`config.mk`:
```
export PLATFORM = sky130hd
export DESIGN_NAME = timer_min_heap_queue
export DESIGN_NICKNAME = d
export VERILOG_FILES = /design/src/sv/tmhq_pkg.sv /design/src/sv/tmhq_heap_ram.sv /design/src/sv/tmhq_pos_map.sv /design/src/sv/timer_min_heap_queue.sv
export SDC_FILE = /design/constraint.sdc
export NUM_CORES = 2
export LEC_CHECK = 0
export ABC_AREA = 0
export BUFFER_PORTS_ARGS = -buffer_cell sky130_fd_sc_hd__buf_2
export CAP_MARGIN = 20
export CORE_MARGIN = 2
export CORE_UTILIZATION = 51
export DETAILED_ROUTE_END_ITERATION = 8
export PLACE_DENSITY = 0.73
export RECOVER_POWER = 25
export REMOVE_ABC_BUFFERS = 1
export SLEW_MARGIN = 20
export SYNTH_ARGS = -nofsm -noshare
export SYNTH_HDL_FRONTEND = slang
export SYNTH_SLANG_ARGS = --single-unit
export TNS_END_PERCENT = 20
```
`constraint.sdc`:
```
create_clock -name clk -period 10.2 [get_ports clk]
set_clock_uncertainty 0.2 [all_clocks]
set_input_delay 2.04 -clock clk [delete_from_list [all_inputs] [get_ports clk]]
set_output_delay 2.04 -clock clk [all_outputs]
set_load 0.03 [all_outputs]
```
`src/sv/tmhq_pkg.sv`:
```
// ---------------------------------------------------------------------------
// tmhq_pkg
// Shared types, constants and codes of the timer min-heap queue.
// ---------------------------------------------------------------------------
`default_nettype none

package tmhq_pkg;

  localparam int QUEUE_DEPTH  = 32;
  localparam int TIME_BITS    = 48;
  localparam int WAIT_CLAMP   = 1073741824;
  localparam int HANDLE_COUNT = 32;
  localparam int HANDLE_W     = 5;
  localparam int SLOT_W       = $clog2(QUEUE_DEPTH);
  localparam int CNT_W        = $clog2(QUEUE_DEPTH + 1);
  localparam int CHILD_W      = SLOT_W + 2;

  typedef enum logic [1:0] {
    CMD_ADD    = 2'd0,
    CMD_CANCEL = 2'd1,
    CMD_EXPIRE = 2'd2,
    CMD_QUERY  = 2'd3
  } cmd_t;

  typedef enum logic [2:0] {
    STS_OK         = 3'd0,
    STS_NOT_QUEUED = 3'd1,
    STS_ALREADY    = 3'd2,
    STS_FULL       = 3'd3,
    STS_NONE_DUE   = 3'd4
  } status_t;

  typedef enum logic [3:0] {
    S_IDLE,
    S_DECODE,
    S_REM_LD,
    S_UP_RD,
    S_UP_CMP,
    S_DN_RDL,
    S_DN_RDR,
    S_DN_CMP,
    S_DONE,
    S_EXP_RD,
    S_EXP_CHK,
    S_Q_CMP,
    S_RESP
  } state_t;

  typedef struct packed {
    cmd_t                  command;
    logic [HANDLE_W-1:0]   timer_handle;
    logic [TIME_BITS-1:0]  expiry_time;
    logic [TIME_BITS-1:0]  now_time;
    logic signed [31:0]    wait_limit;
  } req_t;

  typedef struct packed {
    status_t               status;
    logic [HANDLE_W-1:0]   out_handle;
    logic                  became_earliest;
    logic signed [31:0]    wait_ms;
    logic                  last_result;
  } rsp_t;

  typedef struct packed {
    logic [HANDLE_W-1:0]   handle;
    logic [TIME_BITS-1:0]  expiry;
  } slot_t;

  typedef struct packed {
    logic                  q_we;
    logic                  q_val;
    logic [HANDLE_W-1:0]   q_handle;
    logic                  p_we;
    logic [HANDLE_W-1:0]   p_handle;
    logic [SLOT_W-1:0]     p_slot;
  } pos_cmd_t;

endpackage

`default_nettype wire

```
`src/sv/tmhq_heap_ram.sv`:
```
// ---------------------------------------------------------------------------
// tmhq_heap_ram
// Heap slot memory: handle and expiry per slot, one write and one
// registered read per cycle.
// ---------------------------------------------------------------------------
`default_nettype none

module tmhq_heap_ram (
  input  wire logic                        clk,
  input  wire logic                        we,
  input  wire logic [tmhq_pkg::SLOT_W-1:0] waddr,
  input  wire tmhq_pkg::slot_t             wdata,
  input  wire logic                        re,
  input  wire logic [tmhq_pkg::SLOT_W-1:0] raddr,
  output tmhq_pkg::slot_t                  rdata
);

  tmhq_pkg::slot_t mem [tmhq_pkg::QUEUE_DEPTH];

  always_ff @(posedge clk) begin
    if (we) begin
      mem[waddr] <= wdata;
    end
    if (re) begin
      rdata <= mem[raddr];
    end
  end

endmodule

`default_nettype wire

```
`src/sv/tmhq_pos_map.sv`:
```
// ---------------------------------------------------------------------------
// tmhq_pos_map
// Per-handle queued flag and heap slot, with a lookup for one handle.
// ---------------------------------------------------------------------------
`default_nettype none

module tmhq_pos_map (
  input  wire logic                                clk,
  input  wire logic                                rst,
  input  wire tmhq_pkg::pos_cmd_t                  cmd,
  input  wire logic [tmhq_pkg::HANDLE_W-1:0]       lk_handle,
  output logic                                     lk_queued,
  output logic [tmhq_pkg::SLOT_W-1:0]              lk_pos,
  output logic [tmhq_pkg::HANDLE_COUNT-1:0]        queued_bits
);

  logic [tmhq_pkg::HANDLE_COUNT-1:0] queued;
  logic [tmhq_pkg::SLOT_W-1:0]       pos [tmhq_pkg::HANDLE_COUNT];

  always_ff @(posedge clk) begin
    if (rst) begin
      queued <= '0;
    end else if (cmd.q_we) begin
      queued[cmd.q_handle] <= cmd.q_val;
    end
  end

  always_ff @(posedge clk) begin
    if (cmd.p_we) begin
      pos[cmd.p_handle] <= cmd.p_slot;
    end
  end

  assign lk_queued   = queued[lk_handle];
  assign lk_pos      = pos[lk_handle];
  assign queued_bits = queued;

endmodule

`default_nettype wire

```
`src/sv/timer_min_heap_queue.sv`:
```
// ---------------------------------------------------------------------------
// timer_min_heap_queue
// Timer queue kept as an indexed binary min-heap on expiry time.
// ---------------------------------------------------------------------------
// One command is worked at a time. Heap slots sit in a one-port-read memory,
// so every heap level costs a read, a compare and a write; sift-down reads
// the left and then the right child before its compare. A new command is
// taken once the previous one has handed its last result to the output
// register.
`default_nettype none

module timer_min_heap_queue (
  input  wire logic           clk,
  input  wire logic           rst,
  input  wire logic           req_valid,
  output logic                req_stall,
  input  wire tmhq_pkg::req_t req,
  output logic                rsp_valid,
  input  wire logic           rsp_stall,
  output tmhq_pkg::rsp_t      rsp
);

  localparam int SW = tmhq_pkg::SLOT_W;
  localparam int CW = tmhq_pkg::CNT_W;
  localparam int KW = tmhq_pkg::CHILD_W;
  localparam int TB = tmhq_pkg::TIME_BITS;

  tmhq_pkg::state_t state, state_next;

  tmhq_pkg::cmd_t                 op;
  logic [tmhq_pkg::HANDLE_W-1:0]  hreq;
  logic [TB-1:0]                  exp_r, now_r;
  logic signed [31:0]             lim_r;
  logic [CW-1:0]                  cnt, cnt_next;
  logic [SW-1:0]                  idx, idx_next;
  tmhq_pkg::slot_t                cur, cur_next, lft, lft_next;
  logic                           r_ok, r_ok_next;
  logic                           first_up, first_up_next;
  logic                           first_exp, first_exp_next;
  logic [tmhq_pkg::HANDLE_W-1:0]  pend_h, pend_h_next;
  tmhq_pkg::rsp_t                 resp, resp_next;

  logic                           ram_we, ram_re;
  logic [SW-1:0]                  ram_waddr, ram_raddr;
  tmhq_pkg::slot_t                ram_wdata, rd;
  tmhq_pkg::pos_cmd_t             pcmd;
  logic                           lk_queued;
  logic [SW-1:0]                  lk_pos;
  logic [tmhq_pkg::HANDLE_COUNT-1:0] queued_bits;

  logic                           emit;
  tmhq_pkg::rsp_t                 emit_item;

  tmhq_heap_ram u_ram (
    .clk   (clk),
    .we    (ram_we),
    .waddr (ram_waddr),
    .wdata (ram_wdata),
    .re    (ram_re),
    .raddr (ram_raddr),
    .rdata (rd)
  );

  tmhq_pos_map u_pos (
    .clk         (clk),
    .rst         (rst),
    .cmd         (pcmd),
    .lk_handle   (hreq),
    .lk_queued   (lk_queued),
    .lk_pos      (lk_pos),
    .queued_bits (queued_bits)
  );

  // shared decisions
  logic [SW-1:0] par_idx, last_slot;
  logic [KW-1:0] l_idx, r_idx, cnt_ext;
  logic          l_ok, r_in, up_less, sel_l, sel_r, due, out_free;
  logic [TB-1:0] best_e, diff;
  logic [63:0]   diff64;
  logic [31:0]   clamped, wait_q;

  assign par_idx   = (idx - SW'(1)) >> 1;
  assign last_slot = SW'(cnt - CW'(1));
  assign l_idx     = {1'b0, idx, 1'b1};
  assign r_idx     = l_idx + KW'(1);
  assign cnt_ext   = KW'(cnt);
  assign l_ok      = l_idx < cnt_ext;
  assign r_in      = r_idx < cnt_ext;
  assign up_less   = cur.expiry < rd.expiry;
  assign sel_l     = lft.expiry < cur.expiry;
  assign best_e    = sel_l ? lft.expiry : cur.expiry;
  assign sel_r     = r_ok && (rd.expiry < best_e);
  assign due       = rd.expiry <= now_r;
  assign out_free  = !rsp_valid || !rsp_stall;

  // query answer
  assign diff    = rd.expiry - now_r;
  assign diff64  = 64'(diff);
  assign clamped = (diff64 >= 64'(tmhq_pkg::WAIT_CLAMP)) ? 32'(tmhq_pkg::WAIT_CLAMP)
                                                          : 32'(diff64) + 32'd1;
  always_comb begin
    if (due) begin
      wait_q = '0;
    end else if (lim_r[31] || clamped <= 32'(lim_r)) begin
      wait_q = clamped;
    end else begin
      wait_q = 32'(lim_r);
    end
  end

  assign req_stall = (state != tmhq_pkg::S_IDLE);

  // next state
  always_comb begin
    state_next = state;
    unique case (state)
      tmhq_pkg::S_IDLE: begin
        if (req_valid) state_next = tmhq_pkg::S_DECODE;
      end
      tmhq_pkg::S_DECODE: begin
        state_next = tmhq_pkg::S_RESP;
        case (op)
          tmhq_pkg::CMD_ADD: begin
            if (!lk_queued && cnt < CW'(tmhq_pkg::QUEUE_DEPTH))
              state_next = tmhq_pkg::S_UP_RD;
          end
          tmhq_pkg::CMD_CANCEL: begin
            if (lk_queued && CW'(lk_pos) < cnt && lk_pos != last_slot)
              state_next = tmhq_pkg::S_REM_LD;
          end
          tmhq_pkg::CMD_EXPIRE: begin
            if (cnt != '0) state_next = tmhq_pkg::S_EXP_CHK;
          end
          default: begin
            if (cnt != '0) state_next = tmhq_pkg::S_Q_CMP;
          end
        endcase
      end
      tmhq_pkg::S_REM_LD: begin
        state_next = (idx != '0) ? tmhq_pkg::S_UP_RD : tmhq_pkg::S_DN_RDL;
      end
      tmhq_pkg::S_UP_RD: begin
        state_next = (idx == '0) ? tmhq_pkg::S_DONE : tmhq_pkg::S_UP_CMP;
      end
      tmhq_pkg::S_UP_CMP: begin
        if (up_less) state_next = tmhq_pkg::S_UP_RD;
        else if (first_up) state_next = tmhq_pkg::S_DN_RDL;
        else state_next = tmhq_pkg::S_DONE;
      end
      tmhq_pkg::S_DN_RDL: begin
        state_next = l_ok ? tmhq_pkg::S_DN_RDR : tmhq_pkg::S_DONE;
      end
      tmhq_pkg::S_DN_RDR: state_next = tmhq_pkg::S_DN_CMP;
      tmhq_pkg::S_DN_CMP: begin
        state_next = (sel_r || sel_l) ? tmhq_pkg::S_DN_RDL : tmhq_pkg::S_DONE;
      end
      tmhq_pkg::S_DONE: begin
        state_next = (op == tmhq_pkg::CMD_EXPIRE) ? tmhq_pkg::S_EXP_RD : tmhq_pkg::S_RESP;
      end
      tmhq_pkg::S_EXP_RD: begin
        state_next = (cnt != '0) ? tmhq_pkg::S_EXP_CHK : tmhq_pkg::S_RESP;
      end
      tmhq_pkg::S_EXP_CHK: begin
        if (!due) state_next = tmhq_pkg::S_RESP;
        else if (first_exp || out_free)
          state_next = (cnt == CW'(1)) ? tmhq_pkg::S_EXP_RD : tmhq_pkg::S_REM_LD;
      end
      tmhq_pkg::S_Q_CMP: state_next = tmhq_pkg::S_RESP;
      tmhq_pkg::S_RESP: begin
        if (out_free) state_next = tmhq_pkg::S_IDLE;
      end
      default: state_next = tmhq_pkg::S_IDLE;
    endcase
  end

  // outputs and datapath
  always_comb begin
    cnt_next       = cnt;
    idx_next       = idx;
    cur_next       = cur;
    lft_next       = lft;
    r_ok_next      = r_ok;
    first_up_next  = first_up;
    first_exp_next = first_exp;
    pend_h_next    = pend_h;
    resp_next      = resp;
    ram_we         = 1'b0;
    ram_waddr      = idx;
    ram_wdata      = cur;
    ram_re         = 1'b0;
    ram_raddr      = '0;
    pcmd           = '0;
    emit           = 1'b0;
    emit_item      = resp;
    unique case (state)
      tmhq_pkg::S_IDLE: ;
      tmhq_pkg::S_DECODE: begin
        resp_next = '{status: tmhq_pkg::STS_OK, out_handle: hreq, became_earliest: 1'b0,
                      wait_ms: '0, last_result: 1'b1};
        case (op)
          tmhq_pkg::CMD_ADD: begin
            if (lk_queued) begin
              resp_next.status = tmhq_pkg::STS_ALREADY;
            end else if (cnt >= CW'(tmhq_pkg::QUEUE_DEPTH)) begin
              resp_next.status = tmhq_pkg::STS_FULL;
            end else begin
              cur_next      = '{handle: hreq, expiry: exp_r};
              idx_next      = SW'(cnt);
              cnt_next      = cnt + CW'(1);
              first_up_next = 1'b0;
              pcmd.q_we     = 1'b1;
              pcmd.q_val    = 1'b1;
              pcmd.q_handle = hreq;
            end
          end
          tmhq_pkg::CMD_CANCEL: begin
            if (!lk_queued || CW'(lk_pos) >= cnt) begin
              resp_next.status = tmhq_pkg::STS_NOT_QUEUED;
            end else begin
              idx_next      = lk_pos;
              cnt_next      = cnt - CW'(1);
              pcmd.q_we     = 1'b1;
              pcmd.q_handle = hreq;
              ram_re        = 1'b1;
              ram_raddr     = last_slot;
            end
          end
          tmhq_pkg::CMD_EXPIRE: begin
            first_exp_next = 1'b1;
            resp_next.out_handle = '0;
            resp_next.status     = tmhq_pkg::STS_NONE_DUE;
            ram_re = (cnt != '0);
          end
          default: begin
            resp_next.out_handle = '0;
            resp_next.wait_ms    = lim_r;
            ram_re = (cnt != '0);
          end
        endcase
      end
      tmhq_pkg::S_REM_LD: begin
        // last entry fills the hole, may go up or down
        cur_next      = rd;
        first_up_next = (idx != '0);
      end
      tmhq_pkg::S_UP_RD: begin
        if (idx == '0) begin
          ram_we = 1'b1;
        end else begin
          ram_re    = 1'b1;
          ram_raddr = par_idx;
        end
      end
      tmhq_pkg::S_UP_CMP: begin
        if (up_less) begin
          ram_we        = 1'b1;
          ram_wdata     = rd;
          idx_next      = par_idx;
          first_up_next = 1'b0;
        end else if (first_up) begin
          first_up_next = 1'b0;
        end else begin
          ram_we = 1'b1;
        end
      end
      tmhq_pkg::S_DN_RDL: begin
        if (l_ok) begin
          ram_re    = 1'b1;
          ram_raddr = SW'(l_idx);
        end else begin
          ram_we = 1'b1;
        end
      end
      tmhq_pkg::S_DN_RDR: begin
        lft_next  = rd;
        r_ok_next = r_in;
        ram_re    = r_in;
        ram_raddr = SW'(r_idx);
      end
      tmhq_pkg::S_DN_CMP: begin
        ram_we = 1'b1;
        if (sel_r) begin
          ram_wdata = rd;
          idx_next  = SW'(r_idx);
        end else if (sel_l) begin
          ram_wdata = lft;
          idx_next  = SW'(l_idx);
        end
      end
      tmhq_pkg::S_DONE: begin
        resp_next = '{status: tmhq_pkg::STS_OK, out_handle: hreq,
                      became_earliest: (op == tmhq_pkg::CMD_ADD) && (idx == '0),
                      wait_ms: '0, last_result: 1'b1};
      end
      tmhq_pkg::S_EXP_RD: begin
        ram_re = (cnt != '0);
        resp_next = '{status: tmhq_pkg::STS_OK, out_handle: pend_h, became_earliest: 1'b0,
                      wait_ms: '0, last_result: 1'b1};
      end
      tmhq_pkg::S_EXP_CHK: begin
        if (!due) begin
          if (!first_exp) begin
            resp_next = '{status: tmhq_pkg::STS_OK, out_handle: pend_h,
                          became_earliest: 1'b0, wait_ms: '0, last_result: 1'b1};
          end
        end else if (first_exp || out_free) begin
          // previous pop is known not to be the last one
          emit      = !first_exp;
          emit_item = '{status: tmhq_pkg::STS_OK, out_handle: pend_h,
                        became_earliest: 1'b0, wait_ms: '0, last_result: 1'b0};
          pend_h_next    = rd.handle;
          first_exp_next = 1'b0;
          idx_next       = '0;
          cnt_next       = cnt - CW'(1);
          pcmd.q_we      = 1'b1;
          pcmd.q_handle  = rd.handle;
          ram_re         = (cnt != CW'(1));
          ram_raddr      = last_slot;
        end
      end
      tmhq_pkg::S_Q_CMP: begin
        resp_next.wait_ms = wait_q;
      end
      tmhq_pkg::S_RESP: begin
        emit = out_free;
      end
      default: ;
    endcase
    pcmd.p_we     = ram_we;
    pcmd.p_handle = ram_wdata.handle;
    pcmd.p_slot   = ram_waddr;
  end

  always_ff @(posedge clk) begin
    if (rst) begin
      state     <= tmhq_pkg::S_IDLE;
      cnt       <= '0;
      rsp_valid <= 1'b0;
    end else begin
      state <= state_next;
      cnt   <= cnt_next;
      if (emit) begin
        rsp_valid <= 1'b1;
      end else if (!rsp_stall) begin
        rsp_valid <= 1'b0;
      end
    end
  end

  always_ff @(posedge clk) begin
    if (state == tmhq_pkg::S_IDLE && req_valid) begin
      op    <= req.command;
      hreq  <= req.timer_handle;
      exp_r <= req.expiry_time;
      now_r <= req.now_time;
      lim_r <= req.wait_limit;
    end
    if (emit) begin
      rsp <= emit_item;
    end
    idx       <= idx_next;
    cur       <= cur_next;
    lft       <= lft_next;
    r_ok      <= r_ok_next;
    first_up  <= first_up_next;
    first_exp <= first_exp_next;
    pend_h    <= pend_h_next;
    resp      <= resp_next;
  end

  // queued flags and heap fill stay in step
  a_count_match: assert property (@(posedge clk) disable iff (rst)
    $countones(queued_bits) == int'(cnt))
    else $error("queued flags disagree with heap count");

  a_count_range: assert property (@(posedge clk) disable iff (rst)
    cnt <= CW'(tmhq_pkg::QUEUE_DEPTH))
    else $error("heap count above depth");

  a_earliest_ok: assert property (@(posedge clk) disable iff (rst)
    rsp_valid && rsp.became_earliest |-> rsp.status == tmhq_pkg::STS_OK)
    else $error("became_earliest on a failed transaction");

  a_busy_after_accept: assert property (@(posedge clk) disable iff (rst)
    req_valid && !req_stall |=> req_stall)
    else $error("new transaction taken while one is in progress");

endmodule

`default_nettype wire
```
* Yosys cells after proc, flatten, opt, wreduce, memory -nomap -nowiden *
Memories as Yosys holds them, arrays and structs flattened. A register that Yosys moved wholly into a read port is not among the register bits.
Cells that the tools add are included.

storage, ports and cells
  bits of input ports = 139
  memories = 2
  bits in writable memories = 1856
  register bits after elaboration = 381
  output and inout port bits = 44

memories
  name       depth  width  read ports  clocked after Yosys merged registers in  wr ports  line                 RTL
  u_ram.mem  32     53     1           1                                        1         tmhq_heap_ram.sv:18  tmhq_pkg::slot_t mem [tmhq_pkg::QUEUE_DEPTH];
  u_pos.pos  32     5      1           1                                        1         tmhq_pos_map.sv:18   logic [tmhq_pkg::SLOT_W-1:0] pos [tmhq_pkg::HANDLE_COUNT];

cells by class
  reductions and logical operators = 43
  mux-type cells = 114
  add/subtract/negate cells = 6
  order comparisons = 15
  equality and inequality tests = 35

operators by type and width
  operator                                                                                count
  53-bit two-way mux                                                                      6
  53-bit case mux with 2 select lines                                                     2
  42-bit two-way mux                                                                      5
  48-bit less-than comparator                                                             3
  32-bit two-way mux                                                                      4
  32-bit case mux with 4 select lines                                                     1
  5-bit two-way mux                                                                       18
  4-bit two-way mux                                                                       13
  4-bit case mux with 13 select lines                                                     1
  48-bit by 31-bit greater-or-equal comparator with 1-bit output (second input constant)  1
  48-bit <= comparator                                                                    1
  48-bit two-way mux                                                                      1
  48-bit subtractor                                                                       1
  9-bit case mux with 4 select lines                                                      1
  32-bit by 1-bit adder with 32-bit output (second input constant)                        1
  32-bit bitwise mux                                                                      1
  32-bit <= comparator                                                                    1
  6-bit two-way mux                                                                       5
  5-bit case mux with 2 select lines                                                      3
  1-bit two-way mux                                                                       28
  5-bit case mux with 5 select lines                                                      1
  6-bit case mux with 2 select lines                                                      2
  2-bit inequality test (second input constant)                                           11
  4-bit == test (second input constant)                                                   5
  other kinds (52)                                                                        97

* Logic depth before layout (Yosys ltp) *
  word-level depth = 12
  mapped depth = 29

* Modules after synthesis *
A second synthesis with hierarchy kept.

unflattened totals
  cells, all modules = 6545
  area, all modules = 99010.0 um2

modules (own cells, without submodules)
  module                area each (um2)  sequential area each (um2)  times used  cells each
  tmhq_heap_ram         67279.5          52520.4                     1           3711
  timer_min_heap_queue  23870.4          10339.9                     1           2384
  tmhq_pos_map          7860.0           5445.2                      1           450

* Worst setup path before layout *
Ideal clock, no wire load.

  path type = input -> register
  from = input port rsp_stall
  to = register, netlist name u_ram.rdata[0]
  data arrival time = 7.142 ns
  setup slack = 2.322 ns
  stages = 8
  cells stage by stage = nand2_1 -> nor2_1 -> or2_2 -> nor2_1 -> nand2_1 -> clkbuf_1 -> clkbuf_1 -> o21ai_0

on the way
  word-level cells in the longest chain between the ends = 6
  elaborated cells on any way between the ends = 9
  classes of those cells = mux (6); reduce/logical (3)

RTL lines
  item                                line                         RTL
  start: declaration                  timer_min_heap_queue.sv:19   input wire logic rsp_stall,
  1-bit zero test                     n/a
  1-bit logical OR                    timer_min_heap_queue.sv:94   assign out_free = !rsp_valid || !rsp_stall;
  1-bit logical OR                    timer_min_heap_queue.sv:306  end else if (first_exp || out_free) begin
  1-bit two-way mux                   timer_min_heap_queue.sv:306
  1-bit two-way mux                   timer_min_heap_queue.sv:301  if (!due) begin
  1-bit case mux with 6 select lines  timer_min_heap_queue.sv:195  unique case (state)
  via ram_re                          timer_min_heap_queue.sv:43   logic ram_we, ram_re;

The timed path passes the listed nets, and every way through them passes these cells.
A chain may end at the register's enable or synchronous reset.

==> results_dict.tcl <==
set metrics [dict create \
    total_power_w 0.0279 \
    die_w_um 443 \
    path_buf_inv 3 \
    drtAntennaViolNets 0 \
    synth-edff-count 2246 \
    async_flop_share_pct 0 \
    crit_family "simple AND/OR/NAND/NOR gates" \
    ys.flop_type "edfxtp_1" \
    critPathLaunchType "register" \
    dp.final_hpwl_um 174000 \
    num_rows 161 \
    cp_max_fo 37 \
    syn-cell-area_um2 98100 \
    hold_viol_final 0 \
    vias 66300 \
    power_density_nw_per_um2 254 \
    place_area_um2 103000 \
    required_ns 10.69 \
    seq_area_frac_synth_pct 69.7 \
    cts_tree "done" \
    synth.largest_area_cell "edfxtp_1" \
    drive_gt1_share_pct 9.61 \
    gr-total-overflow 0 \
    setup_viol 0 \
    r2r_slack_ns 0.48 \
    p_comb_share_pct 25.4 \
    die_area_um2 196000 \
    crit_end "resp[14]" \
    io_pins 183 \
    maxCapViolCount 33 \
    synth.mux.area_fraction_pct 3.35 \
    outcome "finished with violations" \
    drc 0 \
    rr_worst_depth 26 \
    wl_per_cell_um 30.1 \
    violations "max-capacitance violations, max-slew violations" \
    fmax_mhz 103 \
    max_slew_margin_pct -232 \
    peakVddDrop_mv 0.165 \
    crit_slowest_cell "or4_1" \
    slowest_delay_ns 0.70 \
    vias_per_cell 6.49 \
    crit_cells 26 \
    clkTransAtPathRegs_ns 0.06 \
    ys_ff_latch 2294 \
    synth-xor-area-share_pct 0.776 \
    root_buffer "clkbuf_16" \
    swShare_pct 32.7 \
    initial_core_util_pct 51.2 \
    final_common_cell "edfxtp_1" \
    worst_slew_pin_slew_ns 4.98 \
    period_share_pct 95.3 \
    netlist_instances 7373 \
    drt_pass1_iterations 8 \
    grt_pass1_wl_um 434000 \
    cts.sinks 2294 \
    period_needed_ns 9.72 \
    r2r-start "u_ram.rdata[0]" \
    worstPathArrival_ns 10.21 \
    cts_buffers 222 \
    globalplace.congestion 0.977 \
    wl_um 308000 \
    synth_warnings 0 \
    synthSimpleGateAreaFrac_pct 10.7 \
    critical_path_class "register to register" \
    grt_pass1_vias 62788 \
    ctsHoldBuffers 0 \
    synth_top_family_by_area "simple AND/OR/NAND/NOR gates" \
    track_usage_pct 30.5 \
    insertion_delay_ns 0.91 \
    final_cell_mix "edfxtp_1, nand2_1, a21oi_1" \
    cts_buffer_depth 3 \
    power_switching_w 0.00915 \
    leakagePower_nw 36.9 \
    p_int_w 0.0188 \
    p_seq_share_pct 44.7 \
    clockPowerShare_pct 29.8 \
    post-route-cell-area_um2 110000 \
    synth.area.top_cells "edfxtp_1, nand2_1, ha_1" \
    grt_antenna_before_repair 21 \
    synthAdderAreaFrac_pct 3.14 \
    endpoint_kind "register" \
    drt_iter0_drc 10591 \
    rsz0062_at_grt "no" \
    syn2layout_area_growth_pct 12.3 \
    worst_r2r_endpoint "resp[14]" \
    synth.avg_cell_area_um2 13.3 \
    h-tree-depth 4 \
    cp_common_cell "inv_1" \
    die_y_um 443 \
    synth_compound_area_share_pct 9.72 \
    crit_start "u_ram.rdata[0]" \
    synth_top_cell_area_share_pct 68.7 \
    io_buffers 182 \
    hp-class "register to register" \
    coreArea_um2 192000 \
    grt_max_degree 181 \
    final_nets 7880 \
    slew_violations 1050 \
    synth.distinct_cells 99 \
]
==> worst min-delay path, cell delays in order (launching register included) <==
cell and delay (ns):
dfxtp_1 0.31, nand2_1 0.05, a21oi_1 0.05
==> power by group through the flow <==
stage | Sequential, W | Clock [W] | Combinational, W
4_1_cts | 0.0124 | 0.00837 | 0.00689
3_3_place_gp | 0.0126 | 0 | 0.00665
3_5_place_dp | 0.0126 | 0 | 0.00685
2_1_floorplan | 0.0125 | 0 | 0.00559
5_1_grt | 0.0125 | 0.00873 | 0.00759
6_report | 0.0125 | 0.00833 | 0.00711
==> logic make-up after synthesis <==
logic type      after synthesis
mux                         256
compound gates             1411
xor+xnor                     87
flops                      2294
buf+inv                     654
other cells                   1
simple gates               2424
fa+ha+maj                   246
==> synth_stat cells, types with 6 or more instances <==
| library cell | number |
|---|---|
| a211o_1 | 7 |
| a211oi_1 | 17 |
| a21o_1 | 66 |
| a21oi_1 | 469 |
| a221o_1 | 9 |
| a22oi_1 | 7 |
| a31oi_1 | 124 |
| a32oi_1 | 267 |
| a41oi_1 | 7 |
| and2_1 | 50 |
| and3_1 | 17 |
| buf_1 | 32 |
| buf_2 | 44 |
| clkbuf_1 | 340 |
| dfxtp_1 | 48 |
| edfxtp_1 | 2246 |
| ha_1 | 245 |
| inv_1 | 232 |
| mux2_2 | 59 |
| mux2i_1 | 145 |
| mux4_2 | 52 |
| nand2_1 | 1423 |
| nand2b_1 | 21 |
| nand3_1 | 255 |
| nand3b_1 | 9 |
| nand4_1 | 55 |
| nor2_1 | 348 |
| nor2b_1 | 23 |
| nor3_1 | 35 |
| nor4_1 | 67 |
| nor4b_1 | 7 |
| o211a_1 | 55 |
| o211ai_1 | 20 |
| o21a_1 | 28 |
| o21ai_0 | 175 |
| o221ai_1 | 55 |
| o22ai_1 | 9 |
| o31ai_1 | 16 |
| o32ai_1 | 7 |
| or2_2 | 11 |
| or3_1 | 65 |
| or4_1 | 6 |
| xnor2_1 | 56 |
| xor2_1 | 31 |
==> layout make-up <==
class                      instances  area (um2)
fill                           14781       81600
sequential                      2294       68400
multi-input combinational       4426       28300
clock buffer                     265        5780
tap                             2526        3160
timing repair buffer             318        2060
clock inverter                   147        1580
inverter                         233         876
antenna                           14        35.0
==> per-layer routing <==
metal	vias to the layer above	wire length (um)	global-route usage (%)
li1	28094	-	-
met1	32667	111000	40.0
met2	4581	140000	47.1
met3	950	35300	6.17
met4	8	21800	18.7
met5	-	56	0
==> worst min-delay path by stage <==
stage / startpoint / endpoint / slack [ns] / depth (start not counted)
2_1_floorplan: u_pos.queued_bits[10] / u_pos.queued_bits[10] / 0.23 / 2
3_3_place_gp: u_pos.queued_bits[22] / u_pos.queued_bits[22] / 0.24 / 2
3_5_place_dp: u_pos.queued_bits[22] / u_pos.queued_bits[22] / 0.26 / 2
4_1_cts: u_pos.queued_bits[22] / u_pos.queued_bits[22] / 0.27 / 2
5_1_grt: u_pos.queued_bits[10] / u_pos.queued_bits[10] / 0.29 / 2
6_report: u_pos.queued_bits[22] / u_pos.queued_bits[22] / 0.26 / 2
==> registers in the layout (all words and copies together), names as in the netlist, 41 cells and up, named ones only <==
signal       flops
u_ram.mem     1696
u_pos.pos      160
cur             53
lft             53
u_ram.rdata     53
exp_r           48
now_r           48
rsp             42
resp            41
==> repair_timing <==
item / CTS / global route
gates resized for setup: 0 / 2
buffers inserted: 0 / 1
setup endpoints to repair: 0 / 17
hold endpoints to repair: 0 / 0
==> per-stage QoR <==
stage | setup TNS, ns | utilization (%) | cells | setup WS [ns] | hold slack, ns
after floorplan | -2376.89 | - | 6952 | -45.28 | 0.230
after global placement | 0 | 53.5 | 9786 | 0.859 | 0.241
after detailed placement | 0 | 53.6 | 9793 | 0.529 | 0.262
after CTS | 0 | 57.5 | 10205 | 0.567 | 0.270
after global routing | 0 | 57.5 | 10219 | 0.0493 | 0.293
final | 0 | 57.5 | 10223 | 0.476 | 0.262
(Power assumes the default switching activity.)
